--- src/design/rkss_pkg.sv ---
// Shared constants and types for the running k-smallest-sum block.
// Used by the sorted cell chain and the top level; no dependencies.
package rkss_pkg;

    // Store geometry and field widths.
    localparam int VALUE_W = 32;
    localparam int DEPTH   = 64;
    localparam int CNT_W   = $clog2(DEPTH + 1);
    localparam int KEEP_W  = 7;
    localparam int SUM_W   = 38;
    localparam int DELTA_W = VALUE_W + 1;

    // Register port geometry: one 32-bit register per word.
    localparam int APB_DATA_W = 32;
    localparam int APB_ADDR_W = 3;
    localparam int REG_IDX_W  = APB_ADDR_W - 2;

    // Register indexes and reset values.
    localparam logic [REG_IDX_W-1:0] REG_K_KEEP   = '0;
    localparam logic [KEEP_W-1:0]    K_KEEP_RESET = KEEP_W'(1);

    // What a cell hands to its right neighbor: its held value and whether
    // that value is in use and larger than the incoming sample.
    typedef struct packed {
        logic                      gt;
        logic signed [VALUE_W-1:0] val;
    } rkss_link_t;

endpackage

--- src/design/rkss_cell.sv ---
// One cell of the descending sorted store: holds a single value.
// Depends on rkss_pkg for widths and the neighbor link type.
module rkss_cell (
    input  logic                               clk,
    input  logic                               load,
    input  logic                               evict,
    input  logic                               in_use,
    input  logic signed [rkss_pkg::VALUE_W-1:0] sample,
    input  rkss_pkg::rkss_link_t               left,
    input  logic signed [rkss_pkg::VALUE_W-1:0] right_ins,
    output rkss_pkg::rkss_link_t               link,
    output logic signed [rkss_pkg::VALUE_W-1:0] ins
);
    import rkss_pkg::*;

    logic signed [VALUE_W-1:0] val_reg;
    logic signed [VALUE_W-1:0] val_next;
    logic                      gt;

    // A held value larger than the sample stays; the first cell that is not
    // larger takes the sample, and the cells after it take the left value.
    assign gt  = in_use && (val_reg > sample);
    assign ins = gt ? val_reg : (left.gt ? sample : left.val);

    // On an eviction the largest value leaves at cell 0 and the row shifts left.
    assign val_next = evict ? right_ins : ins;

    assign link.gt  = gt;
    assign link.val = val_reg;

    // Payload register, written only when a beat is taken.
    always_ff @(posedge clk)
    begin
        if (load)
        begin
            val_reg <= val_next;
        end
    end

endmodule

--- config.mk ---
export PLATFORM = sky130hd
export DESIGN_NAME = rkss_cell
export DESIGN_NICKNAME = d
export VERILOG_FILES = /design/src/design/rkss_pkg.sv /design/src/design/rkss_cell.sv
export SDC_FILE = /design/constraint.sdc
export NUM_CORES = 1
export LEC_CHECK = 0
export BUFFER_PORTS_ARGS = -buffer_cell sky130_fd_sc_hd__buf_2
export CAP_MARGIN = 10
export CORE_UTILIZATION = 50
export CTS_BUF_LIST = sky130_fd_sc_hd__clkbuf_16
export CTS_CLUSTER_DIAMETER = 40
export DETAILED_ROUTE_END_ITERATION = 6
export HOLD_SLACK_MARGIN = 0.06
export PLACE_DENSITY = 0.95
export SETUP_SLACK_MARGIN = 0.05
export SYNTH_ARGS = -nofsm -noshare
export SYNTH_HDL_FRONTEND = slang
export SYNTH_SLANG_ARGS = --single-unit
export TNS_END_PERCENT = 50
--- constraint.sdc ---
create_clock -name clk -period 6.1 [get_ports clk]
set_input_delay 0.305 -clock clk [delete_from_list [all_inputs] [get_ports clk]]
set_output_delay 0.305 -clock clk [all_outputs]
set_load 0.02 [all_outputs]
; Word level (Yosys, flattened, before mapping)
; Cells that the tools add are included.
[word_totals]
mem_bits_rw = 0
reg_bits = 32
inputBits = 101
mem_bits_ro = 0
out_inout_bits = 65
mem_count = 0
latchBits = 0
[op_classes]
n_bitwise = 0
mux = 3
mul = 0
div = 0
add_sub_neg = 0
shifts = 0
n_eq_ne = 0
order_cmp = 1
reduce_logical = 1
[ops]
columns = operator, count
row1 = 32-bit 2-to-1 mux, 3
row2 = 32-bit > comparator, 1
row3 = 1-bit logical AND, 1

; Longest topological paths before layout
; Gate-level depths: netlist (run 1).
[depth]
depth_word = 4
ltp_mapped = 11
ltp_nobuf = 9

; Least setup slack after synthesis (run 1)
; No wires, ideal clock.
[synth_path]
kind = reg-to-output
startpoint = register val_reg[30]
endpoint = output port ins[22] in the netlist's numbering
path_buffers = 2
stages_incl_launch_ff = 10
t_arrival_ns = 2.494
setup_slack_ns = 3.301
required_time_ns = 5.795
cell_sequence = edfxtp_1 ha_1 nand4_2 or4_1 o21a_1 o31ai_1 buf_6 buf_8 nor2_2 nor2_1
[synth_between]
elab_chain_len = 3
[synth_lines]
columns = element, line_no
row1 = "start, declared", rkss_cell.sv:16  ; logic signed [VALUE_W-1:0] val_reg;
row2 = "start signal, assigned", rkss_cell.sv:36  ; val_reg <= val_next;
row3 = 32-bit > comparator, rkss_cell.sv:22  ; assign gt = in_use && (val_reg > sample);
row4 = 1-bit logical AND, rkss_cell.sv:22
row5 = 32-bit 2-to-1 mux, rkss_cell.sv:23  ; assign ins = gt ? val_reg : (left.gt ? sample : left.val);
row6 = "end, declared", rkss_cell.sv:12  ; output logic signed [rkss_pkg::VALUE_W-1:0] ins
; Every way passes these cells.

; Worst setup path in the final report (run 1)
[layout_path]
startpoint = register val_reg[19]
endpoint = output port ins[14] in the netlist's numbering
; Same word-level chain as after synthesis.

==> flow_results.org, run 1 <==
** Die
- For this configuration, the core starts out at a cell density of 52.9%.
- Horizontal extent of the die :: 82.1 um
- The floorplan step defined a die boundary enclosing 6740 um^2.
- During I/O placement, the number of pins put on the boundary was 166.
- Die height :: 82.1 um
- Row generation in the floorplan step produced 28 rows.
- CORE AREA :: 6060 um^2

** STA
- Unrepaired setup endpoints after global routing :: no
- Final clock period utilization by the worst path :: 59.8%
- Timing would allow up to 274 MHz.
- Relative slew slack :: 30.4%
- The total count of hold-check failures in the final report is 0.
- The clock period could shrink to 3.65 ns.
- The tightest hold path in the finished design has a slack of 0.318 ns.
- Setup violation total in the final timing report :: 0
- For the pin with the worst max-slew slack, the measured transition is 1.04 ns.
- Post-route setup TNS :: 0 ns
- Largest clock skew in the final design :: 0.00630 ns
- The number of max-slew violations in the final report is 0.

** Worst setup path
- Along the worst path, the maximum fanout reaches 28.
- The largest individual stage delay along the critical path comes from the cell sky130_fd_sc_hd__o31ai_4.
- Register-to-register path setup slack :: 2.89 ns
- Worst r2r path cells :: 9
- Slowest Stage Delay on Critical Path :: 0.68 ns
- Reg-to-reg critical path endpoint :: val_reg[19]
- Required time of the critical path :: 5.79 ns
- Endpoint arrival time on the critical path :: 3.34 ns
- The worst setup path is of the flip-flop to output pin kind.
- Cell repeated most along the worst path :: sky130_fd_sc_hd__o21ai_0
- CP Launch Type :: flip-flop
- The worst setup path is captured at an output pin.
- Traced cell by cell, the critical path runs through ha_1, a21oi_1, o21ai_0, a211oi_1, o21ai_0, o31ai_4, buf_4, and2_1, nor2_1, buf_2.
- Reg2Reg Launch Point :: val_reg[19]

** Power
- IR analysis of the VDD net gives a maximum drop of 0.182 mV.
- In this run the power density over the cells is 218 nW/um^2.
- Power Total :: 909 uW
- Leakage power figure :: 0.00214 uW

** Synthesis
- Number of enable flip-flop cells after synthesis :: 32
- The synthesized netlist devotes 22.2% of its cell area to simple gates.
- After synthesis, the largest family of logic cells by area is simple AND/OR/NAND/NOR gates.
- The netlist uses 31 different library cells.
- A synthesized cell averages 8.81 um^2.
- The synthesized design contains 32 register bits.
- Counting instances in the post-synthesis netlist gives the leading cell types as 58 x sky130_fd_sc_hd__nor2_1, 40 x sky130_fd_sc_hd__nand2_1, 35 x sky130_fd_sc_hd__inv_1.
- Top FF cell, synth :: sky130_fd_sc_hd__edfxtp_1
- Share of the synthesized area in compound gates (AO/OA/AOI/OAI) :: 17.4%
- By area the synthesized netlist is led by sky130_fd_sc_hd__edfxtp_1 30%, sky130_fd_sc_hd__ha_1 12%, sky130_fd_sc_hd__o31ai_2 11%, sky130_fd_sc_hd__mux2i_1 10%, sky130_fd_sc_hd__nor2_1 6.8%.
- Among all cell types in the netlist, the one instantiated most often is sky130_fd_sc_hd__nor2_1.
- When the netlist entered floorplanning its net count stood at 497.
- Summing the areas of all fa, ha and maj instances in the mapped netlist gives 12.5% of the synthesized area.
- Xor/xnor share of the synthesized area :: 0%
- Library cell with the largest summed area after synthesis :: sky130_fd_sc_hd__edfxtp_1
- Share of async-settable or async-resettable flops after synthesis :: 0%
- Number of instances in the synthesized netlist :: 364
- Post-synth design cell area :: 3210 um^2
- Mux contribution to synthesized area :: 9.98%
- Part of the Yosys area used for sequential elements :: 30.0%
- After synthesis, the largest area contributor takes up 30.0% of total cell area.
- Synth warnings :: 0

** Route
- For this block, the initial DRC count from the detailed router was 78.
- The final layout contains routed wiring with a total length of 8920 um.
- Number of vias in the routed layout :: 3270
- Using the TritonRoute via totals, the vias-per-cell ratio works out to 5.50.
- DRC Markers :: 0
- Drt wl/cell :: 15.0 um
- Number of optimization iterations in the first detailed-route pass :: 4
- Antenna Violating Nets Remaining :: 0

** Clock network
- Count of buffers added by post-CTS timing repair for setup :: 0
- The clock drives 32 sinks.
- The root buffer cell chosen for the clock tree is sky130_fd_sc_hd__clkbuf_16.
- CTS built an H-tree with a depth of 2.
- Buffers inserted during clock tree synthesis total 5.
- Post-cts resize count :: 0
- CTS tree :: done
- Maximum buffer depth of the clock tree :: 2
- Hold bufs inserted after CTS :: 0
- After clock tree synthesis, the clock-pin slew on the worst setup and hold paths is 0.05 ns.
- Clk_lat worst skew :: 0.27 ns

** Min path
- The path with the worst hold slack has its endpoint at val_reg[4].
- Cell count of the worst hold path :: 3
- The min-delay analysis places its worst path in the category input port to flip-flop.
- Worst hold path startpoint :: right_ins[4]

** Run status
- The run finished with clean final reports.

** Global route
- The first global-routing pass estimated 13600 um of wire.
- The number of antenna violations at the first check in global routing is 0.
- Overflow left after global routing :: 0
- The number of global-route vias before repair was 3184.
- GRT Resource Usage Total :: 26.5%
- Pin count of the biggest net entering global routing :: 36

** Layout
- # fillers :: 515
- Flip-flop count of the largest register after layout :: 32
- In the final layout, the share of cells above drive strength 1 is 41.0%.
- Area added between synthesis and finish :: 30.0%
- Final core occ :: 68.8%
- Final net count :: 653
- 0 antenna diodes ended up in the layout.

** Flow run
- The tool flagged a number of max-cap violations equal to 0.

** Place
- Detailed placement finished with a half-perimeter wire length of 7200 um.
- Port buffering added 165 buffers.
- Routability-driven placement finished with a final weighted congestion of 0.856.
## worst max-delay path: cells and delay by family (launching register included)
kind	cells	cell delay (ns)
simple gates	2	0.28
fa+ha+maj	1	0.33
flops	1	0.43
buf+inv	2	0.57
compound gates	5	1.45
## layer usage
metal | vias to the layer above | GRT usage [%] | wire length (um)
li1 | 1577 | - | -
met1 | 1539 | 27.5 | 3500
met2 | 137 | 52.1 | 4740
met3 | 17 | 4.29 | 477
met4 | 0 | 11.1 | 200
met5 | - | 0 | 0
## placed cells by master (no fill, tap or decap), drive strengths merged
cell / instances
buf: 168
nor2: 67
nand2: 40
inv: 35
o31ai: 33
mux2i: 32
and2: 32
ha: 32
edfxtp: 32
a21oi: 16
nand4: 8
o21ai: 6
clkbuf: 5
o21a: 2
clkinv: 2
nor2b: 1
o211ai: 1
a2111o: 1
or4: 1
a31oi: 1
nor3: 1
nand3: 1
a211oi: 1
a2bb2oi: 1
and3: 1
## layout make-up
cell class	instances	area (um^2)	share of cell area [%]
inverters	35	131	3.15
well taps	75	93.8	2.25
multi-input cells	278	2000	48.1
clock inverters	2	7.51	0.180
flip-flops and latches	32	961	23.0
repair buffers	168	848	20.3
clock buffers	5	125	3.00
## worst max path at each step
| stage | from | to | cells past startpoint | slack, ns |
|---|---|---|---|---|
| after global routing | val_reg[19] | ins[19] | 10 | 2.24 |
| after detailed placement | sample[19] | ins[19] | 12 | 2.77 |
| after floorplan | val_reg[30] | ins[22] | 9 | 3.30 |
| after global placement | sample[17] | ins[31] | 12 | 2.90 |
| final | val_reg[19] | ins[14] | 10 | 2.45 |
| after CTS | val_reg[19] | ins[19] | 10 | 2.45 |
## cells by family after synthesis
group / after synthesis
adders and majority gates: 32
AOI/OAI and AO/OA: 62
muxes: 32
DFF: 32
buffers and inverters: 54
and+or+nand+nor: 152
## through the flow
step	cells	worst slack (ns)	instance area, um^2
3_5_place_dp	588	2.77	4040
3_3_place_gp	588	2.90	4040
2_1_floorplan	364	3.30	3210
6_report	595	2.45	4170
4_1_cts	595	2.45	4170
5_1_grt	595	2.24	4170
## power by group
part           internal [uW]  total (uW)  switching, uW  leakage, uW
clock                    146         231           85.2    0.0000648
sequential               271         290           18.7     0.000316
combinational            149         388            239      0.00176
Note: power is estimated with default switching activity, not from simulation.
==> run 2: changes to the inputs <==
--- a/config.mk
+++ b/config.mk
@@ -5,14 +5,15 @@
 export SDC_FILE = /design/constraint.sdc
 export NUM_CORES = 1
 export LEC_CHECK = 0
+export ABC_AREA = 1
 export BUFFER_PORTS_ARGS = -buffer_cell sky130_fd_sc_hd__buf_2
 export CAP_MARGIN = 10
-export CORE_UTILIZATION = 50
+export CORE_UTILIZATION = 48
 export CTS_BUF_LIST = sky130_fd_sc_hd__clkbuf_16
 export CTS_CLUSTER_DIAMETER = 40
 export DETAILED_ROUTE_END_ITERATION = 6
 export HOLD_SLACK_MARGIN = 0.06
-export PLACE_DENSITY = 0.95
+export PLACE_DENSITY = 0.92
 export SETUP_SLACK_MARGIN = 0.05
 export SYNTH_ARGS = -nofsm -noshare
 export SYNTH_HDL_FRONTEND = slang
==> constraint.sdc (replaced) <==
create_clock -name clk -period 3.45 [get_ports clk]
set_input_delay 0.1725 -clock clk [delete_from_list [all_inputs] [get_ports clk]]
set_output_delay 0.1725 -clock clk [all_outputs]
set_load 0.02 [all_outputs]
==> flow_results.org, run 2 <==
** Synthesis
- Top FF cell, synth :: sky130_fd_sc_hd__edfxtp_1 (unchanged)
- The average size of a mapped cell is 6.53 um^2 (was 8.81 um^2).
- Number of instances in the synthesized netlist :: 523 (was 364)
- The sequential area share after synthesis came to 28.1% (was 30.0%).
- The number of nets in the synthesized netlist was 656 (was 497).
- Share of the synthesized area in the top cell type :: 28.1% (was 30.0%)
- Cells taking the most area after synthesis :: sky130_fd_sc_hd__edfxtp_1 28%, sky130_fd_sc_hd__nand2_1 14%, sky130_fd_sc_hd__ha_1 12%, sky130_fd_sc_hd__inv_1 12%, sky130_fd_sc_hd__a21oi_1 6.6% (was sky130_fd_sc_hd__edfxtp_1 30%, sky130_fd_sc_hd__ha_1 12%, sky130_fd_sc_hd__o31ai_2 11%, sky130_fd_sc_hd__mux2i_1 10%, sky130_fd_sc_hd__nor2_1 6.8%)
- Post-synth design cell area :: 3410 um^2 (was 3210 um^2)
- The count of cell types in the netlist is 21 (was 31).
- The flip-flop and latch count after synthesis came to 32 (unchanged).
- The number of flops mapped to enable cells by yosys is 32 (unchanged).
- Commonest cells post-synth :: 131 x sky130_fd_sc_hd__nand2_1, 106 x sky130_fd_sc_hd__inv_1, 45 x sky130_fd_sc_hd__a21oi_1 (was 58 x sky130_fd_sc_hd__nor2_1, 40 x sky130_fd_sc_hd__nand2_1, 35 x sky130_fd_sc_hd__inv_1)
- The cell type contributing the most total cell area after synthesis is sky130_fd_sc_hd__edfxtp_1 (unchanged).
- Synth warnings :: 0 (unchanged)
- The most used standard cell by instance count after synthesis is sky130_fd_sc_hd__nand2_1 (was sky130_fd_sc_hd__nor2_1).
- The share of flip-flops with an asynchronous set or reset after synthesis was 0% (unchanged).

** Global route
- The number of antenna violations at the first check in global routing came to 0 (unchanged).
- The leftover overflow at the end of global routing was 0 (unchanged).
- The largest net degree at the start of global routing was 48 (was 36).
- GRT Resource Usage Total :: 26.7% (was 26.5%)
- The global-route wire length before repair came to 15700 um (was 13600 um).
- The number of global-route vias before repair is 3613 (was 3184).

** Clock network
- Sink Count :: 32 (unchanged)
- The number of CTS-inserted buffers was 5 (unchanged).
- Clock tree root driver cell :: sky130_fd_sc_hd__clkbuf_16 (unchanged)
- Maximum buffer depth of the clock tree :: 2 (unchanged)
- The maximum level of the CTS H-tree came to 2 (unchanged).
- The insertion delay to the later sink of the worst-skew pair is 0.27 ns (about the same).
- The CTS tree is done (unchanged).
- The clock slew seen by the registers of the worst setup and hold paths is 0.05 ns (about the same).
- The post-CTS setup repair buffer count was 0 (unchanged).

** Worst setup path
- The data arrival time of the worst path was 2.94 ns (was 3.34 ns).
- The path type of the worst setup path is flip-flop to output pin (unchanged).
- The number of cells on the worst reg-to-reg path was 11 (was 9).
- Reg2Reg Launch Point :: val_reg[31] (was val_reg[19])
- CP Launch Type :: flip-flop (unchanged)
- CP max FO :: 33 (was 28)
- Required time of the critical path :: 3.28 ns (was 5.79 ns)
- The nature of the critical path endpoint was an output pin (unchanged).
- Reg-to-reg critical path endpoint :: val_reg[22] (was val_reg[19])
- Register-to-register path setup slack :: 0.70 ns (was 2.89 ns)

** STA
- Largest clock skew in the final design :: 0.00735 ns (was 0.00630 ns)
- Final max-slew violation count :: 0 (unchanged)
- The worst-case headroom to the max-slew limit came to 27.0% (was 30.4%).
- Unrepaired setup endpoints after global routing: yes (was no).
- Final clock period utilization by the worst path :: 90.1%
- The setup violation total in the final timing report was 0 (unchanged).
- After layout, the minimum clock period comes to 3.11 ns.
- Maximum clock frequency :: 322 MHz
- Worst-Margin Slew :: 1.09 ns (was 1.04 ns)
- The total negative slack for setup checks is 0 ns (unchanged).
- Final Hold Fails :: 0 (unchanged)

** Min path
- Cell count of the worst hold path :: 3 (unchanged)
- The worst hold endpoint is val_reg[13] (was val_reg[4]).
- The startpoint of the most critical hold path is right_ins[13] (was right_ins[4]).
- The type of the worst min-delay path is input port to flip-flop (unchanged).

** Run status
- Result of the run: finished clean (unchanged).

** Die
- The die extent in x was 86.3 um (was 82.1 um).
- The overall die area came to 7450 um^2 (was 6740 um^2).
- Number of placement rows :: 30 (was 28)
- CORE AREA :: 6830 um^2 (was 6060 um^2)
- The starting utilization of the core area is 50.0% (was 52.9%).
- The I/O pin total came to 166 (unchanged).
- The die height was 86.3 um (was 82.1 um).

** Route
- The number of iterations in the first detailed-routing pass was 4 (unchanged).
- The number of violations reported at the end of detailed-routing iteration 0 is 156 (was 78).
- The wire length on met3 was 922 um (was 477 um).
- The number of vias after detailed routing was 3929 (was 3270).
- The top layer used by detailed routing is met4 (unchanged).
- Drt wl/cell :: 12.9 um (was 15.0 um)
- The met2 wire length was 4830 um (was 4740 um).
- Average via count per standard cell :: 5.10 (was 5.50)
- The routed length on met1 was 4050 um (was 3500 um).
- The antenna violation net count after detailed routing is 0 (unchanged).
- The number of remaining DRC errors is 0 (unchanged).
- Total wire length after detailed routing :: 9960 um (was 8920 um)

** Layout
- The number of flip-flops under the largest register name came to 32 (unchanged).
- The final non-filler cell total was 770 (was 595).
- The area growth from synthesis to final layout came to 30.0% (about the same).
- The share of final-layout standard cells stronger than drive strength 1 was 26.7% (was 41.0%).
- Final core occ :: 65.0% (was 68.8%)
- The most common cell after layout, fill and taps aside is sky130_fd_sc_hd__buf_2 (unchanged).
- The number of nets in the layout came to 806 (was 653).
- Top library cells by usage in the layout, fill and taps aside :: 165 x sky130_fd_sc_hd__buf_2, 131 x sky130_fd_sc_hd__nand2_1, 108 x sky130_fd_sc_hd__inv_1, 45 x sky130_fd_sc_hd__a21oi_1, 38 x sky130_fd_sc_hd__nor2_1 (was 165 x sky130_fd_sc_hd__buf_2, 58 x sky130_fd_sc_hd__nor2_1, 40 x sky130_fd_sc_hd__nand2_1, 35 x sky130_fd_sc_hd__inv_1)
- The number of antenna diodes came to 0 (unchanged).

** Power
- The switching part of the total is 39.1% (was 37.7%).
- Internal power contribution :: 1000 uW (was 566 uW)
- The net switching power came to 644 uW (was 343 uW).
- Maximum resistive drop on vdd :: 0.186 mV (was 0.182 mV)
- The leakage power is 0.00261 uW (was 0.00214 uW).
- The post-layout total power is 1650 uW (was 909 uW).
- Pwr per Cell Area :: 371 nW/um^2 (was 218 nW/um^2)
- The fraction of power consumed by the clock network was 24.7% (was 25.4%).
- Sequential share of power :: 30.8% (was 31.9%)
- Share of total power in combinational logic :: 44.4% (was 42.7%)

** Place
- The count of input and output buffers was 165 (unchanged).
- Total placed cells including tap cells :: 762 (was 588)
- Post-DP HPWL :: 7390 um (was 7200 um)
- Global placer's final weighted congestion :: 0.817 (was 0.856)

** Flow run
- Max-capacitance violation count :: 0 (unchanged)
run 2: cell types whose count changed in the layout (fill, tap and decap cells not counted), sizes merged, moves of 2 or more:
cell,delta
inv,+73
nand4,+25
buf,+2
mux2i,-32
nand3,+36
nand2,+91
o21ai,-4
nor2,-29
a21oi,+29
o31ai,-33
run 2: per-layer routing:
| layer | track usage [%] | vias to the layer above |
|---|---|---|
| met5 | 0 | - |
| met4 | 9.55 | 0 |
| met3 | 4.29 | 16 |
| met2 | 49.7 | 233 |
| met1 | 30.9 | 1712 |
| li1 | - | 1968 |
run 2: cell families after synthesis:
kind of cell | after synthesis | share of synthesized area (%)
compound gates | 51 | 7.73
fa+ha+maj | 32 | 11.7
buf+inv | 133 | 15.2
flops | 32 | 28.1
mux | 1 | 0.330
simple gates | 274 | 36.9
run 2: how the worst max path moves through the flow:
| stage | start | to | cells past startpoint |
|---|---|---|---|
| final | val_reg[31] | ins[7] | 11 |
| after CTS | val_reg[31] | ins[22] | 11 |
| after detailed placement | val_reg[31] | ins[31] | 11 |
| after floorplan | val_reg[31] | ins[11] | 10 |
| after global routing | val_reg[31] | ins[31] | 11 |
| after global placement | val_reg[31] | ins[7] | 11 |
run 2: final cells by class:
cell class                 instances  area, um^2
timing repair buffer             170         867
multi-input combinational        358        1960
sequential                        32         961
fill                             636        2390
inverter                         106         398
clock buffer                       5         125
tap                               96         120
clock inverter                     3        11.3
run 2: power by group through the flow:
stage                     sequential (uW)  clock [uW]  combinational [uW]
after floorplan                       553           0                 443
final                                 508         408                 732
after detailed placement              515           0                 725
after CTS                             507         418                 731
after global routing                  512         428                 809
after global placement                512           0                 706
run 2: timing repair:
item,in CTS,in global routing
hold buffers,0,0
cloned,0,0
resized for setup,1,1
endpoints found under the setup margin,25,16
endpoints found under the hold margin,0,0
pin swaps,0,0
run 2: worst max-delay path, stage by stage, from the launching register on:
cell and delay (ns):
sky130_fd_sc_hd__edfxtp_1 0.41, sky130_fd_sc_hd__ha_1 0.40, sky130_fd_sc_hd__nand2_1 0.09, sky130_fd_sc_hd__nor2_1 0.15
sky130_fd_sc_hd__nand2_1 0.12, sky130_fd_sc_hd__nor3b_2 0.36, sky130_fd_sc_hd__nand2_1 0.15, sky130_fd_sc_hd__nand3_2 0.12
sky130_fd_sc_hd__nand3_4 0.34, sky130_fd_sc_hd__nand2_1 0.18, sky130_fd_sc_hd__and2_1 0.16, sky130_fd_sc_hd__buf_2 0.17
run 2: per-stage QoR:
step	setup WS, ns	cell area (um^2)	hold slack (ns)
after floorplan	1.09	3410	0.285
after global placement	0.409	4290	0.446
after detailed placement	0.299	4290	0.448
after CTS	0.237	4440	0.165
after global routing	0.0402	4440	0.181
final	0.342	4440	0.170
